**config.mk**
```make
export PLATFORM = sky130hd
export DESIGN_NAME = base64_stream_decoder
export DESIGN_NICKNAME = d
export VERILOG_FILES = /design/src/rtl/core/b64sd_pkg.sv /design/src/rtl/core/b64sd_front.sv /design/src/rtl/core/b64sd_fifo.sv /design/src/rtl/core/b64sd_back.sv /design/src/rtl/core/base64_stream_decoder.sv
export SDC_FILE = /design/constraint.sdc
export NUM_CORES = 1
export LEC_CHECK = 0
export BUFFER_PORTS_ARGS = -buffer_cell sky130_fd_sc_hd__buf_2
export CAP_MARGIN = 0
export CORE_MARGIN = 10
export CORE_UTILIZATION = 30
export DETAILED_ROUTE_END_ITERATION = 7
export PLACE_DENSITY = 0.52
export REMOVE_ABC_BUFFERS = 1
export SLEW_MARGIN = 20
export SYNTH_ARGS = -nofsm -noshare
export SYNTH_HDL_FRONTEND = slang
export SYNTH_SLANG_ARGS = --single-unit
export TNS_END_PERCENT = 100
```
**constraint.sdc**
```tcl
create_clock -name i_clk -period 2.9 [get_ports i_clk]
set_input_delay 0.29 -clock i_clk [delete_from_list [all_inputs] [get_ports i_clk]]
set_output_delay 0.29 -clock i_clk [all_outputs]
set_load 0.005 [all_outputs]
```
**src/rtl/core/b64sd_pkg.sv**
```systemverilog
`timescale 1ns / 1ps
// Shared types, constants and the character decode function for the Base64 stream decoder.
// No dependencies.
package b64sd_pkg;

    localparam int unsigned FIFO_DEPTH = 4;
    localparam int unsigned FIFO_AW    = $clog2(FIFO_DEPTH);
    localparam int unsigned FIFO_CW    = $clog2(FIFO_DEPTH + 1);

    localparam logic [7:0] PAD_CHAR   = 8'h3D;
    localparam logic [7:0] CHAR_UP_A  = 8'h41;
    localparam logic [7:0] CHAR_UP_Z  = 8'h5A;
    localparam logic [7:0] CHAR_LO_A  = 8'h61;
    localparam logic [7:0] CHAR_LO_Z  = 8'h7A;
    localparam logic [7:0] CHAR_DIG_0 = 8'h30;
    localparam logic [7:0] CHAR_DIG_9 = 8'h39;
    localparam logic [7:0] CHAR_PLUS  = 8'h2B;
    localparam logic [7:0] CHAR_SLASH = 8'h2F;

    localparam logic [1:0] SLOT_THIRD = 2'd2;
    localparam logic [1:0] SLOT_LAST  = 2'd3;

    typedef struct packed {
        logic [23:0] word;
        logic [1:0]  count;
        logic        last;
        logic        failed;
    } t_group_cmd;

    typedef struct packed {
        logic       valid;
        logic [5:0] value;
    } t_sextet;

    function automatic t_sextet sextet_of(input logic [7:0] ch);
        t_sextet s;
        s.valid = 1'b1;
        s.value = 6'd0;
        priority if (ch >= CHAR_UP_A && ch <= CHAR_UP_Z) begin
            s.value = 6'(ch - CHAR_UP_A);
        end else if (ch >= CHAR_LO_A && ch <= CHAR_LO_Z) begin
            s.value = 6'(ch - CHAR_LO_A + 8'd26);
        end else if (ch >= CHAR_DIG_0 && ch <= CHAR_DIG_9) begin
            s.value = 6'(ch - CHAR_DIG_0 + 8'd52);
        end else if (ch == CHAR_PLUS) begin
            s.value = 6'd62;
        end else if (ch == CHAR_SLASH) begin
            s.value = 6'd63;
        end else begin
            s.valid = 1'b0;
        end
        return s;
    endfunction

endpackage

```
**src/rtl/core/b64sd_front.sv**
```systemverilog
`timescale 1ns / 1ps
// Front end: accepts characters, tracks group position and errors, and builds group commands.
// Depends on b64sd_pkg.
module b64sd_front (
    input  logic                 i_clk,
    input  logic                 i_rst_n,
    input  logic                 i_valid,
    output logic                 o_ready,
    input  logic [7:0]           i_symbol,
    input  logic                 i_final_symbol,
    input  logic                 i_fifo_full,
    output logic                 o_push,
    output b64sd_pkg::t_group_cmd o_push_cmd
);
    import b64sd_pkg::*;

    logic [1:0]  r_slot, n_slot;
    logic [17:0] r_partial, n_partial;
    logic        r_third_pad, n_third_pad;
    logic        r_err, n_err;

    t_sextet     w_sx;
    logic        w_accept;
    logic        w_is_pad;
    logic        w_bad;
    logic        w_err_now;
    logic [5:0]  w_val;
    logic        w_fail;
    logic        w_group_done;

    assign o_ready   = !i_fifo_full;
    assign w_accept  = i_valid && o_ready;
    assign w_sx      = sextet_of(i_symbol);
    assign w_is_pad  = (i_symbol == PAD_CHAR);
    assign w_bad     = w_is_pad ? (r_slot < SLOT_THIRD) : !w_sx.valid;
    assign w_err_now = r_err || w_bad;
    assign w_val     = (w_is_pad || !w_sx.valid) ? 6'd0 : w_sx.value;
    assign w_fail    = i_final_symbol && (w_err_now || (r_slot != SLOT_LAST));
    assign w_group_done = !w_err_now && (r_slot == SLOT_LAST);

    assign o_push = w_accept && (w_fail || w_group_done);

    always_comb begin
        o_push_cmd.word   = w_fail ? 24'd0 : {r_partial, w_val};
        o_push_cmd.last   = i_final_symbol;
        o_push_cmd.failed = w_fail;
        if (w_fail) begin
            o_push_cmd.count = 2'd1;
        end else if (i_final_symbol) begin
            o_push_cmd.count = 2'd3 - 2'(r_third_pad) - 2'(w_is_pad);
        end else begin
            o_push_cmd.count = 2'd3;
        end
    end

    always_comb begin
        n_slot      = r_slot;
        n_partial   = r_partial;
        n_third_pad = r_third_pad;
        n_err       = r_err;
        if (w_accept) begin
            priority if (w_fail) begin
                n_slot      = 2'd0;
                n_partial   = 18'd0;
                n_third_pad = 1'b0;
                n_err       = 1'b0;
            end else if (w_err_now) begin
                n_slot = r_slot + 2'd1;
                n_err  = 1'b1;
            end else if (r_slot != SLOT_LAST) begin
                if (r_slot == SLOT_THIRD) begin
                    n_third_pad = w_is_pad;
                end
                n_partial = {r_partial[11:0], w_val};
                n_slot    = r_slot + 2'd1;
            end else begin
                n_slot      = 2'd0;
                n_partial   = 18'd0;
                n_third_pad = 1'b0;
                n_err       = 1'b0;
            end
        end
    end

    always_ff @(posedge i_clk) begin
        if (!i_rst_n) begin
            r_slot      <= 2'd0;
            r_partial   <= 18'd0;
            r_third_pad <= 1'b0;
            r_err       <= 1'b0;
        end else begin
            r_slot      <= n_slot;
            r_partial   <= n_partial;
            r_third_pad <= n_third_pad;
            r_err       <= n_err;
        end
    end

endmodule

```
**src/rtl/core/b64sd_fifo.sv**
```systemverilog
`timescale 1ns / 1ps
// Short command queue between the front end and the byte emitter.
// Depends on b64sd_pkg.
module b64sd_fifo (
    input  logic                 i_clk,
    input  logic                 i_rst_n,
    input  logic                 i_push,
    input  b64sd_pkg::t_group_cmd i_push_cmd,
    input  logic                 i_pop,
    output b64sd_pkg::t_group_cmd o_head_cmd,
    output logic                 o_full,
    output logic                 o_empty
);
    import b64sd_pkg::*;

    t_group_cmd           r_mem [FIFO_DEPTH];
    logic [FIFO_AW-1:0]   r_wr_ptr;
    logic [FIFO_AW-1:0]   r_rd_ptr;
    logic [FIFO_CW-1:0]   r_count;
    logic                 w_do_push;
    logic                 w_do_pop;

    assign o_full     = (r_count == FIFO_CW'(FIFO_DEPTH));
    assign o_empty    = (r_count == '0);
    assign w_do_push  = i_push && !o_full;
    assign w_do_pop   = i_pop && !o_empty;
    assign o_head_cmd = r_mem[r_rd_ptr];

    always_ff @(posedge i_clk) begin
        if (w_do_push) begin
            r_mem[r_wr_ptr] <= i_push_cmd;
        end
    end

    always_ff @(posedge i_clk) begin
        if (!i_rst_n) begin
            r_wr_ptr <= '0;
            r_rd_ptr <= '0;
            r_count  <= '0;
        end else begin
            if (w_do_push) begin
                r_wr_ptr <= r_wr_ptr + FIFO_AW'(1);
            end
            if (w_do_pop) begin
                r_rd_ptr <= r_rd_ptr + FIFO_AW'(1);
            end
            r_count <= r_count + FIFO_CW'(w_do_push) - FIFO_CW'(w_do_pop);
        end
    end

endmodule

```
**src/rtl/core/b64sd_back.sv**
```systemverilog
`timescale 1ns / 1ps
// Back end: takes group commands and emits their bytes one per transaction through an output register.
// Depends on b64sd_pkg.
module b64sd_back (
    input  logic                 i_clk,
    input  logic                 i_rst_n,
    input  logic                 i_fifo_empty,
    input  b64sd_pkg::t_group_cmd i_head_cmd,
    output logic                 o_pop,
    output logic                 o_valid,
    input  logic                 i_ready,
    output logic [7:0]           o_data_byte,
    output logic                 o_end_of_data,
    output logic                 o_failed
);
    import b64sd_pkg::*;

    t_group_cmd  r_cmd;
    logic        r_busy, n_busy;
    logic [1:0]  r_idx, n_idx;
    logic        r_out_valid, n_out_valid;
    logic [7:0]  r_out_byte;
    logic        r_out_last;
    logic        r_out_failed;

    logic        w_load_out;
    logic        w_emit;
    logic        w_idx_last;
    logic [7:0]  w_byte;

    assign w_load_out = !r_out_valid || i_ready;
    assign w_emit     = r_busy && w_load_out;
    assign w_idx_last = (r_idx == r_cmd.count - 2'd1);
    assign o_pop      = !i_fifo_empty && (!r_busy || (w_emit && w_idx_last));

    always_comb begin
        unique case (r_idx)
            2'd0:    w_byte = r_cmd.word[23:16];
            2'd1:    w_byte = r_cmd.word[15:8];
            default: w_byte = r_cmd.word[7:0];
        endcase
    end

    always_comb begin
        n_busy      = r_busy;
        n_idx       = r_idx;
        n_out_valid = r_out_valid;
        if (w_load_out) begin
            n_out_valid = w_emit;
        end
        if (w_emit) begin
            n_idx = r_idx + 2'd1;
            if (w_idx_last) begin
                n_busy = 1'b0;
            end
        end
        if (o_pop) begin
            n_busy = 1'b1;
            n_idx  = 2'd0;
        end
    end

    always_ff @(posedge i_clk) begin
        if (!i_rst_n) begin
            r_busy      <= 1'b0;
            r_idx       <= 2'd0;
            r_out_valid <= 1'b0;
        end else begin
            r_busy      <= n_busy;
            r_idx       <= n_idx;
            r_out_valid <= n_out_valid;
        end
    end

    always_ff @(posedge i_clk) begin
        if (o_pop) begin
            r_cmd <= i_head_cmd;
        end
        if (w_emit) begin
            r_out_byte   <= w_byte;
            r_out_last   <= r_cmd.last && w_idx_last;
            r_out_failed <= r_cmd.failed;
        end
    end

    assign o_valid       = r_out_valid;
    assign o_data_byte   = r_out_byte;
    assign o_end_of_data = r_out_last;
    assign o_failed      = r_out_failed;

endmodule

```
**src/rtl/core/base64_stream_decoder.sv**
```systemverilog
`timescale 1ns / 1ps
// Top level of the Base64 stream decoder: front end, command queue and byte emitter.
// Depends on b64sd_pkg, b64sd_front, b64sd_fifo and b64sd_back.
//
// Channel   Handshake           Payload
// input     i_valid / o_ready   i_symbol[7:0], i_final_symbol
// output    o_valid / i_ready   o_data_byte[7:0], o_end_of_data, o_failed
//
// One character is taken per cycle while the four-entry command queue has room.
// A completed group leaves one, two or three bytes, one per cycle from the output register while i_ready is high.
// The first byte of a group passes through the queue, the command register and the output register.
// Reset is synchronous and active low; it clears group state, the queue and the output stage.
// A stalled output fills the queue, and then o_ready drops until an entry drains.
module base64_stream_decoder (
    input  logic       i_clk,
    input  logic       i_rst_n,
    input  logic       i_valid,
    output logic       o_ready,
    input  logic [7:0] i_symbol,
    input  logic       i_final_symbol,
    output logic       o_valid,
    input  logic       i_ready,
    output logic [7:0] o_data_byte,
    output logic       o_end_of_data,
    output logic       o_failed
);
    import b64sd_pkg::*;

    logic        w_push;
    t_group_cmd  w_push_cmd;
    logic        w_pop;
    t_group_cmd  w_head_cmd;
    logic        w_full;
    logic        w_empty;

    b64sd_front u_front (
        .i_clk          (i_clk),
        .i_rst_n        (i_rst_n),
        .i_valid        (i_valid),
        .o_ready        (o_ready),
        .i_symbol       (i_symbol),
        .i_final_symbol (i_final_symbol),
        .i_fifo_full    (w_full),
        .o_push         (w_push),
        .o_push_cmd     (w_push_cmd)
    );

    b64sd_fifo u_fifo (
        .i_clk      (i_clk),
        .i_rst_n    (i_rst_n),
        .i_push     (w_push),
        .i_push_cmd (w_push_cmd),
        .i_pop      (w_pop),
        .o_head_cmd (w_head_cmd),
        .o_full     (w_full),
        .o_empty    (w_empty)
    );

    b64sd_back u_back (
        .i_clk         (i_clk),
        .i_rst_n       (i_rst_n),
        .i_fifo_empty  (w_empty),
        .i_head_cmd    (w_head_cmd),
        .o_pop         (w_pop),
        .o_valid       (o_valid),
        .i_ready       (i_ready),
        .o_data_byte   (o_data_byte),
        .o_end_of_data (o_end_of_data),
        .o_failed      (o_failed)
    );

`ifndef ASSERT_OFF
    a_final_pushes: assert property (@(posedge i_clk) disable iff (!i_rst_n)
        (i_valid && o_ready && i_final_symbol) |-> (w_push && w_push_cmd.last))
        else $error("final character did not produce a closing command");

    a_fail_shape: assert property (@(posedge i_clk) disable iff (!i_rst_n)
        (o_valid && o_failed) |-> (o_end_of_data && (o_data_byte == 8'd0)))
        else $error("failed result is not a closing zero byte");

    a_no_overflow: assert property (@(posedge i_clk) disable iff (!i_rst_n)
        w_push |-> !w_full)
        else $error("command pushed into a full queue");

    a_pop_nonempty: assert property (@(posedge i_clk) disable iff (!i_rst_n)
        w_pop |-> !w_empty)
        else $error("command popped from an empty queue");
`endif

endmodule
```
* Word level (Yosys, flattened, before mapping)
Memory sizes are Yosys's and may differ from the RTL's. A register that Yosys moved wholly into a read port is not among the register bits. Cells that the tools add are included.
Storage, ports and cells: bits in registers 43, memories 1, RAM bits 112, word-level logic and storage cells 116, input port bits 13
Memory list:
- u_fifo.r_mem | words 4, bits a word 28, rd ports 1, clocked after memory_dff 1, wr ports 1, line b64sd_fifo.sv:16 | t_group_cmd r_mem [FIFO_DEPTH];
Cells by class: $add $sub $neg 14, reductions and logical operators 34, order comparisons 7, bitwise operators 1, multiplexer cells 34, eq/ne operators 12
Operator list (count):
- two-way mux 18 bit | 3
- two-way mux 6 bit | 6
- equality test 8 x 6 -> 1 bit (second input constant) | 3
- two-way mux 24 bit | 1
- two-way mux 1 bit | 18
- greater-or-equal comparator 8 x 7 -> 1 bit (second input constant) | 2
- less-or-equal comparator 8 x 7 -> 1 bit (second input constant) | 2
- one-hot mux 8 bit (2 select lines) | 1
- logical AND 1 bit | 13
- subtractor 6 bit (second input constant) | 2
- two-way mux 2 bit | 5
- adder 2 x 1 -> 2 bit (second input constant) | 4
- greater-or-equal comparator 8 x 6 -> 1 bit (second input constant) | 1
- less-or-equal comparator 8 x 6 -> 1 bit (second input constant) | 1
- adder 6 x 5 -> 6 bit (second input constant) | 1
- adder 6 bit (second input constant) | 1
- zero test 1 bit | 6
- logical OR 1 bit | 6
- AND reduction 2 bit | 3
- subtractor 6 x 1 -> 6 bit (second input constant) | 1
- equality test 2 bit (second input constant) | 2
- inequality test 2 bit (second input constant) | 2
- nonzero test 2 bit | 2
- adder 3 x 1 -> 3 bit | 1
- 15 further kinds | 15

* Longest topological paths before layout
depth in word-level cells 16, depth in mapped cells 12

* Hierarchy
A second synthesis with hierarchy kept.
Second synthesis, totals: cell total of the unflattened synthesis 520, area total of the unflattened synthesis 7861.3 um^2
By module, submodules not included:
- b64sd_fifo | sequential area each 3543.4 um^2, times used 1, area an instance 4575.6 um^2, cells an instance 197
- b64sd_front | sequential area each 440.4 um^2, times used 1, area an instance 1759.2 um^2, cells an instance 229
- b64sd_back | sequential area each 1221.2 um^2, times used 1, area an instance 1526.5 um^2, cells an instance 94

* Least setup slack after synthesis
OpenSTA, ideal clock, no wires.
path kind in2reg, start input port i_symbol[2], end memory u_fifo.r_mem[0][0] in the netlist's numbering (enable), arrival 2711 ps, data required time 2513 ps, setup time 387 ps, buffers on the path 1, slack -198 ps, stages on the path 9, path through buf_2 inv_1 ha_1 inv_1 o21ai_0 o211ai_1 a21o_1 a21oi_4 and2_1
On the way: longest elaborated chain between the ends 16, elaborated cells on any way between the ends 29, those cells by class order compare (6); eq/ne (3); mux (8); reduce/logical (12)
Ends and longest elaborated chain:
- start: declaration | line base64_stream_decoder.sv:19 | input logic [7:0] i_symbol,
- parallel branches: the longest is 7 deep, another holds greater-or-equal comparator 8 x 6 -> 1 bit
- two-way mux 1 bit * | line b64sd_front.sv:35 | assign w_bad = w_is_pad ? (r_slot < SLOT_THIRD) : !w_sx.valid;
- logical OR 1 bit * | line b64sd_front.sv:36 | assign w_err_now = r_err || w_bad;
- logical OR 1 bit or zero test 1 bit (tied branches) | line b64sd_front.sv:38, b64sd_front.sv:39
- logical AND 1 bit (on tied branches) | line b64sd_front.sv:38, b64sd_front.sv:39
- logical OR 1 bit * | line b64sd_front.sv:41 | assign o_push = w_accept && (w_fail || w_group_done);
- logical AND 1 bit * | line b64sd_front.sv:41
- logical AND 1 bit * | line b64sd_fifo.sv:25 | assign w_do_push = i_push && !o_full;
- net u_fifo.w_do_push | line b64sd_fifo.sv:20 | logic w_do_push;
- two-way mux 1 bit * | line b64sd_fifo.sv:30 | if (w_do_push) begin
- two-way mux 1 bit (implied by the code) * | line b64sd_fifo.sv:31 | r_mem[r_wr_ptr] <= i_push_cmd;
- end: declaration | line b64sd_fifo.sv:16
Mark *: on every way through the listed nets, which the timed path passes.

* Worst setup path in the final report
start register u_back.r_cmd[3] (netlist name), end register u_fifo.r_count[2]
On the way: longest elaborated chain between the ends 7
Ends and longest elaborated chain:
- subtractor 2 x 1 -> 2 bit | line b64sd_back.sv:33 | assign w_idx_last = (r_idx == r_cmd.count - 2'd1);
- equality test 2 bit | line b64sd_back.sv:33
- logical AND 1 bit | line b64sd_back.sv:34 | assign o_pop = !i_fifo_empty && (!r_busy || (w_emit && w_idx_last));
- logical OR 1 bit | line b64sd_back.sv:34
- logical AND 1 bit | line b64sd_back.sv:34
- logical AND 1 bit | line b64sd_fifo.sv:26 | assign w_do_pop = i_pop && !o_empty;
- subtractor 3 x 1 -> 3 bit | line b64sd_fifo.sv:47 | r_count <= r_count + FIFO_CW'(w_do_push) - FIFO_CW'(w_do_pop);
- end signal: assignment | line b64sd_fifo.sv:47
- end: declaration | line b64sd_fifo.sv:19 | logic [FIFO_CW-1:0] r_count;
Every way passes these cells. A chain may end at the register's enable or synchronous reset.

==> results.toml <==
[cells_and_area]
syn2layout_area_growth_pct = 15.32
design_area_um2 = 9025
nNetsFinal = 601
drive_gt1_share_pct = 19.31
num_antenna_cells = 0
ff_latch_area_um2 = 5166
multiInputGateArea_um2 = 2460
fillers = 2485

[timing]
period_share_pct = 84.98
period_minus_slack_ns = 2.464
maxSlewViolCount = 0
rsz0062_at_grt = "no"
fin_skew_ns = 0.01045
whs_ns = 0.1688
setup_viol = 0
setup-tns-final_ns = 0
max_freq_mhz = 405.8
hold_violations = 0
slew_headroom_pct = 41.84
worstMarginPinSlew_ns = 0.8691

[yosys]
avgSynthCellArea_um2 = 14.79
ys_top_cells_by_area = "edfxtp_1 (58%), dfxtp_1 (8.4%), mux4_2 (8.1%), ha_1 (3.2%), and2_1 (2.2%)"
synth_edf_count = 150
netlist_instances = 529
async_flop_share_pct = 0
synth_seq_area_share_pct = 66.00
post-synth-top-area-fraction_pct = 57.55
synth_top_flop_cell = "edfxtp_1"
synth-simple-area-share_pct = 10.66
synth_cell_types = 61
ys_ff_latch = 183
yosysMostFrequentCell = "edfxtp_1"
synth_common_cells = "edfxtp_1 (150), nand2_1 (44), dfxtp_1 (33)"
synth_warnings = 0
syn_area_um2 = 7826
synthXorXnorAreaFrac_pct = 1.119
synth_compound_area_share_pct = 7.626
synth_top_family_by_area = "simple AND/OR/NAND/NOR gates"
yosysTopAreaCell = "edfxtp_1"
yosys.area_share.adder_pct = 3.453
synth_mux_area_share_pct = 8.569

[setup_path]
critPathMaxFanout = 3
cp-start-kind = "register"
endpoint_kind = "register"
crit_buf_inv = 1
crit_path_top_delay_cell = "edfxtp_1"
cp_cell_sequence = "xnor2_1 > mux2i_1 > o21ai_0 > o31a_1 > ha_1 > inv_1 > ha_1 > fa_1 > xnor2_1 > and2_1"
critPathTopFamily = "adder cells"
crit_path_max_incr_delay_ns = 0.39
worst-setup-path-type = "reg2reg"
cp_data_required_time_ns = 3.23
arrival_ns = 2.79

[grt]
gr-usage-all-layers_pct = 9.582
first_global_vias = 4518
grt_overflow = 0
grt_pass1_wl_um = 24880
grt_max_degree = 40
antenna_found_initial = 0

[cts]
cts-buffers-inserted = 17
cts.clk_slew.worst_paths_ns = 0.07
clock-root-buffer = "clkbuf_16"
cts_tree = "done"
ctsResizeCount = 0
htree_levels = 4
clk_latency_ns = 0.43
clock_sinks = 183
cts_buffer_depth = 2
cts_setup_buffers = 0
cts_hold_buf = 0

[pwr]
combPwrFrac_pct = 19.4
p_seq_share_pct = 49.7
p_int_mw = 5.179
p_clk_share_pct = 30.8
switchingPower_mw = 1.938
peakVddDrop_uv = 477.3
p_sw_share_pct = 27.23
power_density_nw_per_um2 = 788.6
leakage_nw = 3.149

[run_status]
status = "finished, final reports clean"

[floorplanning]
start_util_pct = 30.29
die_x_um = 181.5
num_rows = 59
ioPinCount = 25
core_area_um2 = 25840
die_height_um = 181.5
dieArea_um2 = 32950

[route]
viasPerCell = 4.762
drt-initial-drc-count = 307
firstDrtPassIters = 4
ant_nets = 0
routed_wirelength_um = 15330
vias = 4357
wl_per_cell_um = 16.76
drcViolationCount = 0

[place]
placed_area_um2 = 8453
numPortBuffers = 24
place_hpwl_um = 10530
place_congestion = 0.8220

[hold_path]
min_path_type = "in2reg"

[flow_run]
maxCapViolCount = 0
## flip-flops by register name (all words and copies together), names as in the netlist, 2 cells and up
register / flops
u_fifo.r_count: 3
u_fifo.r_wr_ptr: 2
u_back.r_cmd: 28
u_fifo.r_mem: 112
u_front.r_slot: 2
u_fifo.r_rd_ptr: 2
u_front.r_partial: 18
u_back.o_data_byte: 8
u_back.r_idx: 2
## worst min-delay path, cell delays in order
cell,delay (ns)
buf_2,0.14
nand3_1,0.07
a21oi_1,0.05
## kinds of logic after synthesis
| logic type | Yosys count |
|---|---|
| adders and majority gates | 21 |
| muxes | 32 |
| buffers and inverters | 47 |
| DFF | 183 |
| xor gates and xnor gates | 10 |
| and+or+nand+nor | 158 |
| AOI/OAI and AO/OA | 78 |
## layer usage
layer	share of wire (%)	track usage (%)
met5	0	0
met1	46	12.10
met3	4.4	2.704
met4	1.3	3.514
met2	48	15.33
## placed cells by master (no fill, tap or decap), types with 3 or more instances in the layout
master and n:
buf_2 24, o211ai_1 5, nand2_1 44, a22oi_1 9, mux4_2 28, ha_1 20, a21boi_0 6, nand4_1 4
nor2_1 14, inv_6 5, a21o_1 3, o21ai_0 6, edfxtp_1 150, xor2_1 3, a31oi_1 3, and2_1 28
a41o_1 3, or3_1 4, nor3_1 5, dfxtp_1 32, o21a_1 4, clkbuf_16 18, xnor2_1 7, a21oi_1 8
mux2i_1 4, nor2b_1 9, inv_1 24, nand3_1 28, buf_12 5, a21boi_1 9, o22ai_1 3, and3_1 3
nand2b_1 5, buf_4 13
## power by group through the flow
stage                     sequential [mW]  combinational (mW)  clock, mW
after floorplan                      3.63               0.879          0
after global placement               3.59                1.40          0
after detailed placement             3.61                1.43          0
after CTS                            3.55                1.43       2.26
after global routing                 3.59                1.57       2.38
final                                3.54                1.38       2.19
## layout make-up
type,count,area share (%)
clock inverters,13,1.192
repair buffers,42,3.521
multi-input cells,299,27.26
flip-flops and latches,183,57.24
inverters,24,0.9982
clock buffers,19,5.143
well taps,335,4.644
## path summary, 6_finish.rpt
kind / endpoint / depth (start not counted) / startpoint / slack (ns)
min reg2reg: u_back.o_failed / 0 / u_back.r_cmd[0] / 0.42
min: u_front.r_err / 3 / i_valid / 0.17
max: u_fifo.r_count[2] / 10 / u_back.r_cmd[3] / 0.44
max reg2reg: u_fifo.r_count[2] / 10 / u_back.r_cmd[3] / 0.44
## through the flow
step                util [%]  total power, mW  worst slack (ns)  cells
finish                 34.93            7.117            0.4355    915
global route           34.93            7.530            0.1257    915
CTS                    34.93            7.241            0.4102    915
detailed placement     32.72            5.034           0.01000    883
global placement       32.72            4.990            0.1408    883
floorplan                  -            4.506           -0.1721    506
Note: power is estimated with default switching activity, not from simulation.
